`config.mk`:
```
export PLATFORM = sky130hd
export DESIGN_NAME = gcf_tap_cell
export DESIGN_NICKNAME = d
export VERILOG_FILES = /design/src/design/gcf_pkg.sv /design/src/design/gcf_tap_cell.sv
export SDC_FILE = /design/constraint.sdc
export NUM_CORES = 2
export LEC_CHECK = 0
export BUFFER_PORTS_ARGS = -buffer_cell sky130_fd_sc_hd__clkbuf_2
export CORE_MARGIN = 3
export CORE_UTILIZATION = 65
export CTS_CLUSTER_DIAMETER = 200
export DETAILED_ROUTE_END_ITERATION = 6
export PLACE_DENSITY_LB_ADDON = 0.12
export SETUP_SLACK_MARGIN = 0.1
export SYNTH_ARGS = -nofsm -noshare
export SYNTH_HDL_FRONTEND = slang
export SYNTH_SLANG_ARGS = --single-unit
```
`constraint.sdc`:
```
create_clock -name clock -period 6.7 [get_ports clock]
set_input_delay 1.34 -clock clock [delete_from_list [all_inputs] [get_ports clock]]
set_output_delay 1.34 -clock clock [all_outputs]
set_load 0.02 [all_outputs]
```
`src/design/gcf_pkg.sv`:
```
// ----------------------------------------------------------------------------
// gcf_pkg
// shared constants, codes and beat types of the gaussian convolution filter
// ----------------------------------------------------------------------------
package gcf_pkg;

   // default geometry
   localparam int RADIUS_DEF     = 2;
   localparam int MAX_WIDTH_DEF  = 1024;
   localparam int MAX_HEIGHT     = 4096;
   localparam int OUT_FIFO_DEPTH = 8;

   // field widths
   localparam int ACTION_W   = 2;
   localparam int COEF_IDX_W = 5;
   localparam int COEF_W     = 16;
   localparam int CHAN_W     = 8;
   localparam int OUT_COL_W  = 10;
   localparam int ROW_W      = 12;
   localparam int IMG_W_W    = 11;
   localparam int IMG_H_W    = 13;
   localparam int CSR_IDX_W  = 1;
   localparam int CSR_DATA_W = 13;
   localparam int PROD_W     = COEF_W + CHAN_W;
   localparam int FRAC_W     = 16;

   // action codes
   localparam logic [ACTION_W-1:0] ACT_COEF  = 2'd0;
   localparam logic [ACTION_W-1:0] ACT_PIXEL = 2'd1;
   localparam logic [ACTION_W-1:0] ACT_FLUSH = 2'd2;
   localparam logic [ACTION_W-1:0] ACT_NOP   = 2'd3;

   // register indexes
   localparam logic [CSR_IDX_W-1:0] REG_IMAGE_WIDTH  = 1'd0;
   localparam logic [CSR_IDX_W-1:0] REG_IMAGE_HEIGHT = 1'd1;

   // register reset values
   localparam logic [IMG_W_W-1:0] IMAGE_WIDTH_RST  = 11'd640;
   localparam logic [IMG_H_W-1:0] IMAGE_HEIGHT_RST = 13'd480;

   typedef struct packed {
      logic [CHAN_W-1:0] red;
      logic [CHAN_W-1:0] green;
      logic [CHAN_W-1:0] blue;
   } pixel_type;

   typedef struct packed {
      logic [ACTION_W-1:0]   action;
      logic [COEF_IDX_W-1:0] coef_index;
      logic [COEF_W-1:0]     coef_value;
      logic [CHAN_W-1:0]     red_in;
      logic [CHAN_W-1:0]     green_in;
      logic [CHAN_W-1:0]     blue_in;
   } req_type;

   typedef struct packed {
      logic [CHAN_W-1:0]    red_out;
      logic [CHAN_W-1:0]    green_out;
      logic [CHAN_W-1:0]    blue_out;
      logic [OUT_COL_W-1:0] out_column;
      logic [ROW_W-1:0]     out_row;
      logic                 frame_done;
   } rsp_type;

   // what travels down the pipe next to the sums
   typedef struct packed {
      logic                 border;
      pixel_type            pix;
      logic [OUT_COL_W-1:0] out_column;
      logic [ROW_W-1:0]     out_row;
      logic                 frame_done;
   } emit_info_type;

endpackage

```
`src/design/gcf_tap_cell.sv`:
```
// ----------------------------------------------------------------------------
// gcf_tap_cell
// one window column: holds its pixels and kernel column, passes the column on
// to its neighbor and forms the per-channel column sum
// ----------------------------------------------------------------------------
module gcf_tap_cell #(
   parameter int SIDE_N = 5,
   parameter int CSUM_W = gcf_pkg::PROD_W + $clog2(SIDE_N)
) (
   input  logic                                      clock,
   input  logic                                      shift_en,
   input  gcf_pkg::pixel_type [SIDE_N-1:0]           col_in,
   output gcf_pkg::pixel_type [SIDE_N-1:0]           col_out,
   input  logic [SIDE_N-1:0]                         coef_we,
   input  logic [gcf_pkg::COEF_W-1:0]                coef_value,
   output logic [2:0][CSUM_W-1:0]                    col_sum
);

   gcf_pkg::pixel_type [SIDE_N-1:0]                col_ff;
   logic [SIDE_N-1:0][gcf_pkg::COEF_W-1:0]         coef_ff;
   logic [SIDE_N-1:0][2:0][gcf_pkg::PROD_W-1:0]    prod_ff;
   logic [SIDE_N-1:0][2:0][gcf_pkg::PROD_W-1:0]    prod_in;
   logic [2:0][CSUM_W-1:0]                         sum_ff;
   logic [2:0][CSUM_W-1:0]                         sum_in;

   // column shift and kernel load
   always_ff @(posedge clock) begin
      if (shift_en) begin
         col_ff <= col_in;
      end
      for (int i = 0; i < SIDE_N; i++) begin
         if (coef_we[i]) begin
            coef_ff[i] <= coef_value;
         end
      end
      prod_ff <= prod_in;
      sum_ff  <= sum_in;
   end

   // one product per tap and channel
   always_comb begin
      for (int i = 0; i < SIDE_N; i++) begin
         prod_in[i][0] = gcf_pkg::PROD_W'(coef_ff[i]) * gcf_pkg::PROD_W'(col_ff[i].red);
         prod_in[i][1] = gcf_pkg::PROD_W'(coef_ff[i]) * gcf_pkg::PROD_W'(col_ff[i].green);
         prod_in[i][2] = gcf_pkg::PROD_W'(coef_ff[i]) * gcf_pkg::PROD_W'(col_ff[i].blue);
      end
   end

   // column sum over the registered products
   always_comb begin
      for (int c = 0; c < 3; c++) begin
         sum_in[c] = '0;
         for (int i = 0; i < SIDE_N; i++) begin
            sum_in[c] = sum_in[c] + CSUM_W'(prod_ff[i][c]);
         end
      end
   end

   assign col_out = col_ff;
   assign col_sum = sum_ff;

endmodule

```
==> results.ini <==
[worst_setup_path]
cp_slowest_cell=edfxtp_1
cp_top_family=adder cells
cp-end-kind=flop
crit_start=coef_ff[48]
critPathRequiredTime_ns=7.23
crit_end=prod_ff[286]
slowest_delay_ns=1.06
arrival_ns=6.18
crit_fanout=24
cp.depth=17
path_buf_inv=3
r2r-end=prod_ff[286]
cp_common_cell=fa_1
worstSetupPathType=flop to flop
start_kind=flop
reg2reg_from=coef_ff[48]
crit_chain=nand2_1 -> fa_1 -> fa_1 -> inv_1 -> fa_1 -> inv_1 -> fa_1 -> inv_1 -> ha_1 -> o21ai_0 -> a21oi_1 -> a41o_1 -> a311oi_1 -> nor2b_1 -> nor3_1 -> o31ai_1 -> xor2_1
worstRegToRegCells=17
reg2reg_slack_ns=1.05

[clock_network]
numCtsBuffers=80
insertion_delay_ns=0.71
clock_sinks=641
cts.htree.levels=3
post-cts-setup-buffers=0
clk_pin_slew_ns=0.06
clock_path_buffers=3
cts_tree=done
cts_resized=0
cts_root_buf=clkbuf_16
cts_hold_buf=0

[cells_and_area]
multi_input_area_sq_um=62000
fillers=9950
nNetsFinal=11233
synthToLayoutAreaGrowth_pct=7.06
seq_area_sq_um=14800
drive_above_1_share_pct=6.24

[drt]
drtIter0Drc=4727
wl_met1_um=94400
wl_met2_um=106000
antenna_left=0
routed.top_layer=met5
routedWlPerCell_um=22.3
drc_errors=0
viasPerCell=5.72
finalWirelength_um=239000
vias=61214
first_pass_iters=6
wl_met3_um=22900

[floorplanning]
die_w_um=367
design.core.area_sq_um=128000
rows=131
die_area_sq_um=134000
fp.dieH_um=367
ios=344
start_util_pct=65.8

[logic_synthesis]
yosys.area_share.xor_xnor_pct=3.37
synthFlopType=dfxtp_1
ys_seq_area_share_pct=17.6
syn-mean-instance-area_sq_um=9.71
ys_ff_latch=641
synth_compound_area_share_pct=7.40
synth_edf_count=200
synth_top_family_by_area=adder cells
netlist-cell-type-count=65
syn_area_sq_um=84500
ys_warn_count=0
synth_nets=11055
synth_mux_area_share_pct=0.0474
yosys.area_share.adder_pct=45.9
async_flop_share_pct=0
yosys.area_share.simple_pct=16.7
synthCells=8698

[sta]
fin_crit_ns=5.65
tns_ns=0
post-route-period-util_pct=84.3
fin_skew_ns=0.0483
finalSetupViolCount=0
hold_viol=0
drv_slew=0
grt_setup_unrepaired=false
slew_headroom_pct=23.2
worst_pin_slew_ns=1.14
maxClockFrequency_ghz=0.177

[global_routing]
grt_pass1_wl_um=372000
track_usage_pct=36.3
overflow=0
antenna_found_initial=39
grt_start_max_net_pins=63
grt_pass1_vias=63726

[job]
max_cap_viol_count=0

[worst_hold_path]
worstHoldPathType=flop to flop

[place]
io_buffers=343
hpwl_um=190000
gp_congestion=0.977

[status]
status=complete, no violations

[worst min-delay path by stage]
stage	startpoint	to	slack [ns]	depth (start not counted)
finish	prod_ff[288]	col_sum[0]	0.49	1
detailed placement	prod_ff[288]	col_sum[0]	0.48	1
global route	prod_ff[288]	col_sum[0]	0.51	1
CTS	prod_ff[288]	col_sum[0]	0.49	1
floorplan	prod_ff[288]	col_sum[0]	0.43	1
global placement	prod_ff[288]	col_sum[0]	0.44	1
[through the flow]
step / cells / area [sq um] / hold WS (ns) / utilization [%] / setup WS (ns)
3_5_place_dp: 10523 / 87700 / 0.476 / 68.3 / 1.13
3_3_place_gp: 10523 / 87700 / 0.445 / 68.3 / 1.22
2_1_floorplan: 8698 / 84500 / 0.432 / - / 1.79
6_report: 10707 / 90400 / 0.486 / 70.5 / 1.05
5_1_grt: 10674 / 90400 / 0.514 / 70.4 / 0.834
4_1_cts: 10672 / 90400 / 0.492 / 70.4 / 1.10
[cells in the final DEF (no fill, tap or decap), drive strengths merged, types with 9 or more instances in the layout]
cell type	netlist	layout
a211oi	38	38
a21boi	13	13
a21o	173	173
a21oi	296	296
a221oi	13	13
a31oi	29	29
and2	1607	1607
and3	30	30
buf	1	63
clkbuf	308	456
clkinv	0	15
dfxtp	441	441
diode	0	35
edfxtp	200	200
fa	1473	1473
ha	741	741
inv	1736	1749
nand2	449	449
nand2b	46	46
nand3	45	45
nand4	30	30
nor2	158	158
nor2b	53	53
nor3	35	35
o2111ai	9	9
o211ai	17	17
o21a	63	63
o21ai	166	166
o21bai	36	36
o31a	13	13
o31ai	25	25
or3	10	10
xnor2	231	231
xor2	94	94
[layout make-up]
cell class	instances	share of cell area [%]
multi-input combinational	6012	68.5
sequential	641	16.4
inverter	1736	7.20
clock buffer	114	2.62
timing repair buffer	405	2.42
tap	1729	2.39
clock inverter	35	0.350
antenna	35	0.0968
[state kept, by name, summed over array words and instances, names as in the netlist]
signal   flops
prod_ff    360
col_out    120
col_sum     81
coef_ff     80
[routing by layer]
layer / vias to the layer above / track usage (%)
met5: - / 0
met4: 26 / 19.5
met3: 534 / 8.98
met2: 2506 / 55.4
met1: 31051 / 48.1
li1: 27097 / -
[synth_stat cells, drive strengths merged, types with 5 or more instances]
cell type | n | area (sq um)
a2111oi | 7 | 61.3
nand2b | 46 | 288
dfxtp | 441 | 8830
a41o | 7 | 70.1
nor4 | 5 | 31.3
and2 | 1607 | 10100
xor2 | 94 | 823
a221oi | 13 | 133
o2111ai | 9 | 78.8
nor2b | 53 | 332
o21bai | 36 | 270
nand4 | 30 | 188
o221ai | 5 | 43.8
clkbuf | 308 | 1160
a211oi | 38 | 285
and3 | 30 | 188
nand2 | 449 | 1690
or2 | 6 | 37.5
a311oi | 6 | 52.6
o31a | 13 | 114
xnor2 | 231 | 2020
nand3 | 45 | 225
o211ai | 17 | 128
ha | 741 | 9270
o21ai | 166 | 831
and4 | 7 | 61.3
nor2 | 158 | 593
a21oi | 296 | 1490
edfxtp | 200 | 6010
inv | 1736 | 6520
a21o | 173 | 1300
a31o | 8 | 70.1
nor3 | 35 | 175
o22ai | 8 | 50.1
fa | 1473 | 29500
a211o | 8 | 70.1
o21a | 63 | 473
o31ai | 25 | 188
or3 | 10 | 62.6
a21boi | 13 | 97.6
or4 | 6 | 45.0
a31oi | 29 | 181
[logic make-up after synthesis]
family                   after synthesis
AO/OA/AOI/OAI                        968
XOR/XNOR                             325
adder cells (fa/ha/maj)             2214
buffers and inverters               2045
flip-flops                           641
multiplexers                           4
AND/OR/NAND/NOR                     2501
Power is left out: the tool's default activity adds up to more than one toggle a clock period on the data nets, which glitch-free logic cannot reach.
