### src/design/gcf_pkg.sv
// ----------------------------------------------------------------------------
// gcf_pkg
// shared constants, codes and beat types of the gaussian convolution filter
// ----------------------------------------------------------------------------
package gcf_pkg;

   // default geometry
   localparam int RADIUS_DEF     = 2;
   localparam int MAX_WIDTH_DEF  = 1024;
   localparam int MAX_HEIGHT     = 4096;
   localparam int OUT_FIFO_DEPTH = 8;

   // field widths
   localparam int ACTION_W   = 2;
   localparam int COEF_IDX_W = 5;
   localparam int COEF_W     = 16;
   localparam int CHAN_W     = 8;
   localparam int OUT_COL_W  = 10;
   localparam int ROW_W      = 12;
   localparam int IMG_W_W    = 11;
   localparam int IMG_H_W    = 13;
   localparam int CSR_IDX_W  = 1;
   localparam int CSR_DATA_W = 13;
   localparam int PROD_W     = COEF_W + CHAN_W;
   localparam int FRAC_W     = 16;

   // action codes
   localparam logic [ACTION_W-1:0] ACT_COEF  = 2'd0;
   localparam logic [ACTION_W-1:0] ACT_PIXEL = 2'd1;
   localparam logic [ACTION_W-1:0] ACT_FLUSH = 2'd2;
   localparam logic [ACTION_W-1:0] ACT_NOP   = 2'd3;

   // register indexes
   localparam logic [CSR_IDX_W-1:0] REG_IMAGE_WIDTH  = 1'd0;
   localparam logic [CSR_IDX_W-1:0] REG_IMAGE_HEIGHT = 1'd1;

   // register reset values
   localparam logic [IMG_W_W-1:0] IMAGE_WIDTH_RST  = 11'd640;
   localparam logic [IMG_H_W-1:0] IMAGE_HEIGHT_RST = 13'd480;

   typedef struct packed {
      logic [CHAN_W-1:0] red;
      logic [CHAN_W-1:0] green;
      logic [CHAN_W-1:0] blue;
   } pixel_type;

   typedef struct packed {
      logic [ACTION_W-1:0]   action;
      logic [COEF_IDX_W-1:0] coef_index;
      logic [COEF_W-1:0]     coef_value;
      logic [CHAN_W-1:0]     red_in;
      logic [CHAN_W-1:0]     green_in;
      logic [CHAN_W-1:0]     blue_in;
   } req_type;

   typedef struct packed {
      logic [CHAN_W-1:0]    red_out;
      logic [CHAN_W-1:0]    green_out;
      logic [CHAN_W-1:0]    blue_out;
      logic [OUT_COL_W-1:0] out_column;
      logic [ROW_W-1:0]     out_row;
      logic                 frame_done;
   } rsp_type;

   // what travels down the pipe next to the sums
   typedef struct packed {
      logic                 border;
      pixel_type            pix;
      logic [OUT_COL_W-1:0] out_column;
      logic [ROW_W-1:0]     out_row;
      logic                 frame_done;
   } emit_info_type;

endpackage

### src/design/gcf_out_fifo.sv
// ----------------------------------------------------------------------------
// gcf_out_fifo
// result queue between the filter pipe and the result channel
// ----------------------------------------------------------------------------
module gcf_out_fifo #(
   parameter int DEPTH = 8,
   parameter int CNT_W = $clog2(DEPTH + 1)
) (
   input  logic                clock,
   input  logic                reset,
   input  logic                push,
   input  gcf_pkg::rsp_type    push_data,
   input  logic                pop,
   output gcf_pkg::rsp_type    head,
   output logic [CNT_W-1:0]    count
);

   localparam int ADDR_W = (DEPTH > 1) ? $clog2(DEPTH) : 1;

   gcf_pkg::rsp_type    mem [DEPTH];
   logic [ADDR_W-1:0]   wr_ptr_ff, wr_ptr_in;
   logic [ADDR_W-1:0]   rd_ptr_ff, rd_ptr_in;
   logic [CNT_W-1:0]    count_ff, count_in;

   // pointer and count update
   always_comb begin
      wr_ptr_in = wr_ptr_ff;
      rd_ptr_in = rd_ptr_ff;
      count_in  = count_ff;
      if (push) begin
         wr_ptr_in = (32'(wr_ptr_ff) == DEPTH - 1) ? '0 : wr_ptr_ff + 1'b1;
      end
      if (pop) begin
         rd_ptr_in = (32'(rd_ptr_ff) == DEPTH - 1) ? '0 : rd_ptr_ff + 1'b1;
      end
      if (push && !pop) begin
         count_in = count_ff + 1'b1;
      end else if (pop && !push) begin
         count_in = count_ff - 1'b1;
      end
   end

   always_ff @(posedge clock) begin
      if (reset) begin
         wr_ptr_ff <= '0;
         rd_ptr_ff <= '0;
         count_ff  <= '0;
      end else begin
         wr_ptr_ff <= wr_ptr_in;
         rd_ptr_ff <= rd_ptr_in;
         count_ff  <= count_in;
      end
   end

   // storage
   always_ff @(posedge clock) begin
      if (push) begin
         mem[wr_ptr_ff] <= push_data;
      end
   end

   assign head  = mem[rd_ptr_ff];
   assign count = count_ff;

endmodule

### config.mk
export PLATFORM = sky130hd
export DESIGN_NAME = gcf_out_fifo
export DESIGN_NICKNAME = d
export VERILOG_FILES = /design/src/design/gcf_pkg.sv /design/src/design/gcf_out_fifo.sv
export SDC_FILE = /design/constraint.sdc
export NUM_CORES = 1
export LEC_CHECK = 0
export BUFFER_PORTS_ARGS = -buffer_cell sky130_fd_sc_hd__buf_2
export CAP_MARGIN = 10
export CORE_MARGIN = 2
export CORE_UTILIZATION = 55
export DETAILED_ROUTE_END_ITERATION = 12
export GPL_TIMING_DRIVEN = 0
export PLACE_DENSITY = 0.74
export SYNTH_ARGS = -nofsm -noshare
export SYNTH_HDL_FRONTEND = slang
export SYNTH_SLANG_ARGS = --single-unit
### constraint.sdc
create_clock -name clock -period 6.2 [get_ports clock]
set_input_delay 1.24 -clock clock [delete_from_list [all_inputs] [get_ports clock]]
set_output_delay 1.24 -clock clock [all_outputs]
set_load 0.01 [all_outputs]
==> metrics.yaml, run 1 <==
cp_data_required_time_ps: 4960
cts.path.max_buffers: 3
drive_gt1_share_pct: 42.43
tightest_slew_ps: 951.5
holdWs_ps: 562.1
setup_viol: 0
numPortBuffers: 101
synth_xor_area_share_pct: 0.1189
rows: 59
grtUsageTotal_pct: 21.30
synth_flop_cell: "edfxtp_1"
fin_area_um2: 17320
fp.dieH_um: 167.6
drt-vias-per-instance: 5.937
synth_top_area_cell: "edfxtp_1"
async_reset_ff_share_pct: 0
ys.warnings.count: 0
synth_compound_area_share_pct: 0.2973
antenna_found_initial: 3
postCtsHoldBufs: 0
postSynthCellCount: 616
cts_tree: "yes"
io_pins: 102
cts-resized-gates: 0
worstPathMaxFanout: 10
cap_violations: 0
initialDrtViolationCount: 581
route.detailed.wl_per_inst_um: 25.18
vias: 6786
synth.net_count: 675
rsz0062_at_grt: "false"
seq_area_frac_synth_pct: 78.43
cts_buffers: 39
holdCritStartpoint: "rd_ptr_ff[1]$_SDFFE_PP0P_"
skew_ps: 6.037
initial_utilization_pct: 56.20
wl_um: 28780
die-width_um: 167.6
max_freq_ghz: 0.2581
cts_sinks: 389
synth.distinct_cells: 22
cts_root_buffer: "clkbuf_16"
area_growth_pct: 17.62
drc: 0
synth_common_cells: "376 x edfxtp_1, 94 x mux4_2, 48 x mux2_2"
syn_area_um2: 14730
reg2reg_from: "wr_ptr_ff[0]$_SDFFE_PP0P_"
synthAdderAreaFrac_pct: 0.7306
clk_pin_slew_worst_paths_ps: 60
p_leak_nw: 5.673
place_area_um2: 16050
syn_avg_cell_area_um2: 23.91
grt_max_degree: 26
hold_path.class: "reg2reg"
die-area_um2: 28100
ys_ff_latch: 389
overflow: 0
antenna_left: 0
vdd_drop_max_mv: 0.1875
synthMuxAreaShare_pct: 18.25
dp_hpwl_um: 17820
fin_crit_ps: 3875
endpoint_kind: "output pin"
dr.pass1.iters: 5
power_density_nw_per_um2: 328.0
synth.most_common_cell: "edfxtp_1"
core_area_um2: 26210
synth_top_area_share_pct: 76.66
grt_pass1_wl_um: 43750
synth_top_family_by_area: "multiplexers"
fin_nets: 836
finalMaxSlewViolations: 0
period_share_pct: 62.50
relSlewSlack_pct: 36.42
h-tree-depth: 2
synth_edf_count: 376
criticalPathCategory: "reg2out"
synthSimpleGateAreaFrac_pct: 0.9430
power.total_mw: 5.682
arrival_ps: 2640
run_status: "complete, no violations"
synth_area_leaders: "edfxtp_1 77%, mux4_2 14%, mux2_2 3.7%"
gp_congestion: 0.6957
finalHoldViolCount: 0
cts_setup_buffers: 0
clock_latency_ps: 520
start_kind: "register"
grt_pass1_vias: 7351
## worst max-delay path, cell delays in order, from the launching register on
cell	delay [ps]
dfxtp_1	340
clkbuf_1	550
clkbuf_1	620
mux2_2	440
buf_2	150
## sequential cells by signal, indices dropped and copies added (netlist names), named ones only
| signal | flops |
|---|---|
| mem | 376 |
| rd_ptr_ff | 3 |
| count | 4 |
| wr_ptr_ff | 3 |
## layout by cell type (no fill, tap or decap), types with 7 or more instances in the layout
master       n
clkbuf_1    17
clkbuf_16   41
mux4_2      94
clkinv_1     9
clkinv_2     7
dfxtp_1     13
ha_1         7
buf_6       11
buf_2      111
mux2_2      48
edfxtp_1   376
nor2_1      15
## path summary, 6_finish.rpt
| path | end | slack, ps | cells after the start |
|---|---|---|---|
| max reg2reg | mem[0][42]$_DFFE_PP_ | 4100 | 4 |
| min | register | 560 | 2 |
| min reg2reg | register | 560 | 2 |
| max | head[45] | 2320 | 4 |
## kinds of logic after synthesis
kind of cell / after synthesis
buf+inv: 31
compound gates: 8
fa+ha+maj: 8
simple gates: 33
flops: 389
mux: 145
xor+xnor: 2
## routing by layer
metal | vias to the layer above | track usage (%) | part of all wire (%)
met5 | - | 0 | 0.090
met4 | 4 | 6.465 | 2.1
met3 | 51 | 4.585 | 6.9
met2 | 267 | 35.31 | 50
met1 | 3528 | 28.98 | 41
li1 | 2936 | - | -
## power breakdown
part / total [mW] / internal (mW) / switching, mW
clock: 2.31 / 1.39 / 0.916
combinational: 0.413 / 0.198 / 0.215
sequential: 2.96 / 2.94 / 0.0198
## through the flow
step / worst slack [ps] / TNS, ps / util (%) / cells
2_1_floorplan: 1129 / 0 / - / 616
3_3_place_gp: -2351 / -218960 / 59.73 / 1052
3_5_place_dp: 2820 / 0 / 61.23 / 1071
4_1_cts: 2259 / 0 / 66.08 / 1141
5_1_grt: 2204 / 0 / 66.08 / 1141
6_report: 2325 / 0 / 66.10 / 1143
## area by class of cell
cell class,instances,area [um^2]
timing repair buffer,120,843.3
fill,1634,8884
inverter,3,11.26
antenna,2,5.005
multi-input combinational,196,3050
sequential,389,11550
clock buffer,49,1076
clock inverter,21,196.4
tap,335,419.2
buffer,28,170.2
(Power assumes the default switching activity.)
==> inputs of run 2 (changes only) <==
--- a/config.mk
+++ b/config.mk
@@ -5,13 +5,14 @@
 export SDC_FILE = /design/constraint.sdc
 export NUM_CORES = 1
 export LEC_CHECK = 0
+export ABC_AREA = 1
 export BUFFER_PORTS_ARGS = -buffer_cell sky130_fd_sc_hd__buf_2
 export CAP_MARGIN = 10
 export CORE_MARGIN = 2
 export CORE_UTILIZATION = 55
 export DETAILED_ROUTE_END_ITERATION = 12
 export GPL_TIMING_DRIVEN = 0
-export PLACE_DENSITY = 0.74
+export PLACE_DENSITY = 0.73
 export SYNTH_ARGS = -nofsm -noshare
 export SYNTH_HDL_FRONTEND = slang
 export SYNTH_SLANG_ARGS = --single-unit
==> constraint.sdc (replaced) <==
create_clock -name clock -period 3.6 [get_ports clock]
set_input_delay 0.72 -clock clock [delete_from_list [all_inputs] [get_ports clock]]
set_output_delay 0.72 -clock clock [all_outputs]
set_load 0.01 [all_outputs]
==> metrics.yaml, run 2 <==
fin_nets: 1548
finalMaxSlewViolations: 0
synth.most_common_cell: "nor2_1"
cts_setup_buffers: 0
rsz0062_at_grt: "false"
regMostFlops: "mem"
p_leak_nw: 6.783
async_reset_ff_share_pct: 0
cp_data_required_time_ps: 2880
largest_reg_flops: 376
cts_root_buffer: "clkbuf_16"
cts_buffers: 39
wl_um: 35110
fin_crit_ps: 3188
cpMaxStageDelayCell: "clkbuf_1"
grt_pass1_wl_um: 54320
clk_pin_slew_worst_paths_ps: 60
cts.path.max_buffers: 3
area_growth_pct: 15.69
final_common_cell: "nor2_1"
layout_common_cells: "384 x nor2_1, 376 x edfxtp_1, 253 x nand2_1"
antenna_found_initial: 3
grt_max_degree: 29
run_status: "complete, no violations"
h-tree-depth: 2
power_density_nw_per_um2: 552.5
path_depth: 5
synth_flop_cell: "edfxtp_1"
tns_ps: 0
antenna_left: 0
synth.net_count: 1396
drt-vias-per-instance: 5.333
cp_num_buf_inv: 3
place_ws_ps: 1031
core_area_um2: 27860
place_area_um2: 16890
synth_edf_count: 376
path_cells: "clkbuf_1 -> buf_1 -> nand2_1 -> nand2_1 -> buf_2"
syn_area_um2: 15620
slowest_delay_ps: 580
drc: 0
start_kind: "register"
overflow: 0
cts_sinks: 389
period_share_pct: 88.56
crit_top_cell: "nand2_1"
dp_hpwl_um: 21910
holdPathStages: 2
grtUsageTotal_pct: 23.59
die-area_um2: 29770
cts_tree: "yes"
cts-resized-gates: 0
multiInputGateArea_um2: 3631
io_pins: 102
holdWs_ps: 455.4
ys.warnings.count: 0
initial_utilization_pct: 56.09
vdd_drop_max_mv: 0.4486
rr_worst_depth: 3
setup_viol: 0
seq_area_frac_synth_pct: 73.93
numPortBuffers: 101
crit_family: "buffers and inverters"
clock_latency_ps: 530
vias: 10110
worstPathMaxFanout: 10
synth.distinct_cells: 22
gp_congestion: 0.7846
arrival_ps: 2470
fp.dieH_um: 172.6
skew_ps: 12.95
fin_area_um2: 18080
ys_ff_latch: 389
endpoint_kind: "output pin"
relSlewSlack_pct: 44.20
postSynthCellCount: 1337
synth_top_area_share_pct: 72.26
seq_area_um2: 11550
finalHoldViolCount: 0
criticalPathCategory: "reg2out"
synth_top_area_cell: "edfxtp_1"
synth_common_cells: "392 x nor2_1, 376 x edfxtp_1, 253 x nand2_1"
syn_avg_cell_area_um2: 11.69
grt_pass1_vias: 10050
cap_violations: 0
power.total_mw: 9.987
max_freq_ghz: 0.3137
fin_ws_ps: 411.9
die-width_um: 172.6
route.detailed.wl_per_inst_um: 18.52
synth_area_leaders: "edfxtp_1 72%, nor2_1 9.4%, nand2_1 6.1%"
hold_path.class: "in2reg"
dr.pass1.iters: 5
initialDrtViolationCount: 822
drive_gt1_share_pct: 14.58
fill_cells: 2023
rows: 61
postCtsHoldBufs: 0
tightest_slew_ps: 835.0
-- run 2: cell count changes after synthesis, sizes merged, moves of 9 or more --
cell and change:
nor2 +371, nand2 +249, o21ai +192, mux4 -94, mux2 -48, buf +35
inv +14, clkbuf +9
-- run 2: path summary, 6_finish.rpt --
| path | start | slack, ps | endpoint |
|---|---|---|---|
| setup / recovery | register | 410 | head[24] |
| setup reg to reg | wr_ptr_ff[0]$_SDFFE_PP0P_ | 1590 | mem[1][37]$_DFFE_PP_ |
| hold / removal | pop | 460 | register |
| hold reg to reg | rd_ptr_ff[0]$_SDFFE_PP0P_ | 500 | register |
-- run 2: stage by stage --
| step | std cells | utilization, % |
|---|---|---|
| 2_1_floorplan | 1337 | - |
| 3_3_place_gp | 1816 | 59.60 |
| 3_5_place_dp | 1826 | 60.62 |
| 4_1_cts | 1894 | 64.87 |
| 5_1_grt | 1895 | 64.88 |
| 6_report | 1896 | 64.89 |
-- run 2: layout make-up --
class | instances | share of cell area (%)
flip-flops and latches | 389 | 63.90
multi-input cells | 859 | 20.09
clock buffers | 50 | 5.863
repair buffers | 111 | 4.029
well taps | 378 | 2.616
plain buffers | 72 | 2.416
clock inverters | 18 | 0.6922
inverters | 17 | 0.3669
diodes | 2 | 0.02769
-- run 2: cell families after synthesis --
kind of cell | after synthesis | synth area share (%)
AND/OR/NAND/NOR | 650 | 15.66
flip-flops | 389 | 73.93
AO/OA/AOI/OAI | 199 | 6.390
buffers and inverters | 89 | 3.219
adder cells (fa/ha/maj) | 8 | 0.6886
XOR/XNOR | 2 | 0.1121
-- run 2: routing by layer --
layer  part of all wire, %  GRT usage [%]
met5                 0.077              0
met4                   3.0          8.583
met3                   7.4          3.694
met2                    49          40.76
met1                    40          30.44
-- run 2: report_power, final --
group | switching [mW] | total (mW) | leakage, nW | internal [mW]
clock | 1.59 | 3.80 | 0.579 | 2.21
combinational | 0.710 | 1.06 | 2.68 | 0.351
sequential | 0.0354 | 5.13 | 3.52 | 5.09
==> inputs of run 3 (changes only) <==
--- a/config.mk
+++ b/config.mk
@@ -7,12 +7,11 @@
 export LEC_CHECK = 0
 export ABC_AREA = 1
 export BUFFER_PORTS_ARGS = -buffer_cell sky130_fd_sc_hd__buf_2
-export CAP_MARGIN = 10
 export CORE_MARGIN = 2
-export CORE_UTILIZATION = 55
+export CORE_UTILIZATION = 54
 export DETAILED_ROUTE_END_ITERATION = 12
 export GPL_TIMING_DRIVEN = 0
-export PLACE_DENSITY = 0.73
+export PLACE_DENSITY = 0.75
 export SYNTH_ARGS = -nofsm -noshare
 export SYNTH_HDL_FRONTEND = slang
 export SYNTH_SLANG_ARGS = --single-unit
==> constraint.sdc (replaced) <==
create_clock -name clock -period 2.59 [get_ports clock]
set_input_delay 0.518 -clock clock [delete_from_list [all_inputs] [get_ports clock]]
set_output_delay 0.518 -clock clock [all_outputs]
set_load 0.01 [all_outputs]
==> metrics.yaml, run 3 (same netlist as run 2, synthesis figures left out) <==
run_status: "complete, no violations"
largest_reg_flops: 376
antenna_left: 0
overflow: 0
finalHoldViolCount: 0
grtUsageTotal_pct: 23.68
grt_busiest_layer: "met2"
period_share_pct: 98.04
fill_cells: 2073
cts_tree: "yes"
tns_ps: 0
power_density_nw_per_um2: 780.5
holdCritStartpoint: "pop"
finalCoreUtilization_pct: 64.93
cts_setup_buffers: 0
cts_buffers: 40
cts_root_buffer: "clkbuf_16"
clk_pin_slew_worst_paths_ps: 60
io_pins: 102
final_common_cell: "nor2_1"
place_area_um2: 16960
antenna_found_initial: 3
rsz0062_at_grt: "true"
cap_violations: 0
die-width_um: 174.1
vias: 10240
initial_utilization_pct: 54.59
layout_common_cells: "380 x nor2_1, 376 x edfxtp_1, 251 x nand2_1"
tightest_slew_ps: 927.9
grt_pass1_wl_um: 54760
arrival_ps: 2020
route.detailed.wl_per_inst_um: 18.85
fin_crit_ps: 2539
setup_viol: 0
drive_gt1_share_pct: 17.76
use_met2_pct: 40.11
regToRegEndpoint: "mem[3][25]$_DFFE_PP_"
endpoint_kind: "output pin"
p_leak_nw: 7.031
rr_worst_depth: 3
start_kind: "register"
regMostFlops: "mem"
grt_pass1_vias: 10030
max_freq_ghz: 0.3938
drt-vias-per-instance: 5.356
numPortBuffers: 101
dp_hpwl_um: 22320
die-area_um2: 30310
hold_path.class: "in2reg"
worstPathMaxFanout: 10
area_growth_pct: 18.95
regToRegSetupSlack_ps: 560
gp_congestion: 0.7793
fin_area_um2: 18590
dp.cells: 1834
grt_max_degree: 28
h-tree-depth: 2
wl_um: 36020
cp_data_required_time_ps: 2070
holdWs_ps: 237.0
cts_sinks: 389
skew_ps: 9.161
drc: 0
fp.dieH_um: 174.1
clock_latency_ps: 520
fin_nets: 1553
initialDrtViolationCount: 971
reg2reg_from: "wr_ptr_ff[0]$_SDFFE_PP0P_"
holdPathStages: 2
fin_cells: 1911
cts.path.max_buffers: 3
grtUsageMet1_pct: 31.07
rows: 62
gr-usage-met3_pct: 4.221
criticalPathCategory: "reg2out"
dr.pass1.iters: 5
core_area_um2: 28630
vdd_drop_max_mv: 0.7165
finalMaxSlewViolations: 0
relSlewSlack_pct: 38.00
run 3: final cells by class:
type                       instances  area (um^2)  share of cell area [%]
antenna                            1        2.502                 0.01346
buffer                            72        643.1                   3.460
clock buffer                      50         1090                   5.864
clock inverter                    24        252.7                   1.360
inverter                          17        68.82                  0.3703
multi-input combinational        859         3672                   19.76
sequential                       389        11550                   62.17
tap                              384        480.5                   2.585
timing repair buffer             115        820.8                   4.416
run 3: worst max path at each step:
stage	start	endpoint	slack [ps]	depth (start not counted)
3_3_place_gp	push	mem[1][31]$_DFFE_PP_	-2320	3
3_5_place_dp	register	head[31]	170	6
4_1_cts	register	head[16]	-0.9	9
2_1_floorplan	push	mem[5][0]$_DFFE_PP_	-480	2
6_report	register	head[10]	50	9
5_1_grt	register	head[30]	-50	10
run 3: timing repair:
action	CTS	global route
gates cloned	0	2
gates resized for setup	33	88
pin swaps	0	2
endpoints found under the setup margin	47	47
hold buffers	0	0
run 3: worst max-delay path, stage by stage (launching register included):
cell and delay (ps):
dfxtp_4 380, buf_2 210, buf_4 230, nor2_1 70, nor2_1 100, o21ai_1 90
nand2_1 80, nand2_1 50, nand2_1 140, buf_2 150
run 3: per-layer routing:
| metal | routed length, um | vias to the layer above |
|---|---|---|
| li1 | - | 4892 |
| met1 | 14800 | 4879 |
| met2 | 17870 | 391 |
| met3 | 2493 | 69 |
| met4 | 833 | 4 |
| met5 | 29 | - |
run 3: through the flow:
step           total power [mW]  setup slack [ps]
2_1_floorplan             8.130            -481.1
3_3_place_gp              8.660             -2324
3_5_place_dp              8.734             171.0
4_1_cts                   14.50           -0.8966
5_1_grt                   15.00            -46.94
6_report                  14.51             50.64
run 3: power by group:
group | internal [mW] | leakage (nW) | switching [mW]
clock | 3.50 | 0.662 | 2.32
combinational | 0.548 | 2.84 | 1.01
sequential | 7.08 | 3.52 | 0.0513
total | 11.1 | 7.03 | 3.38
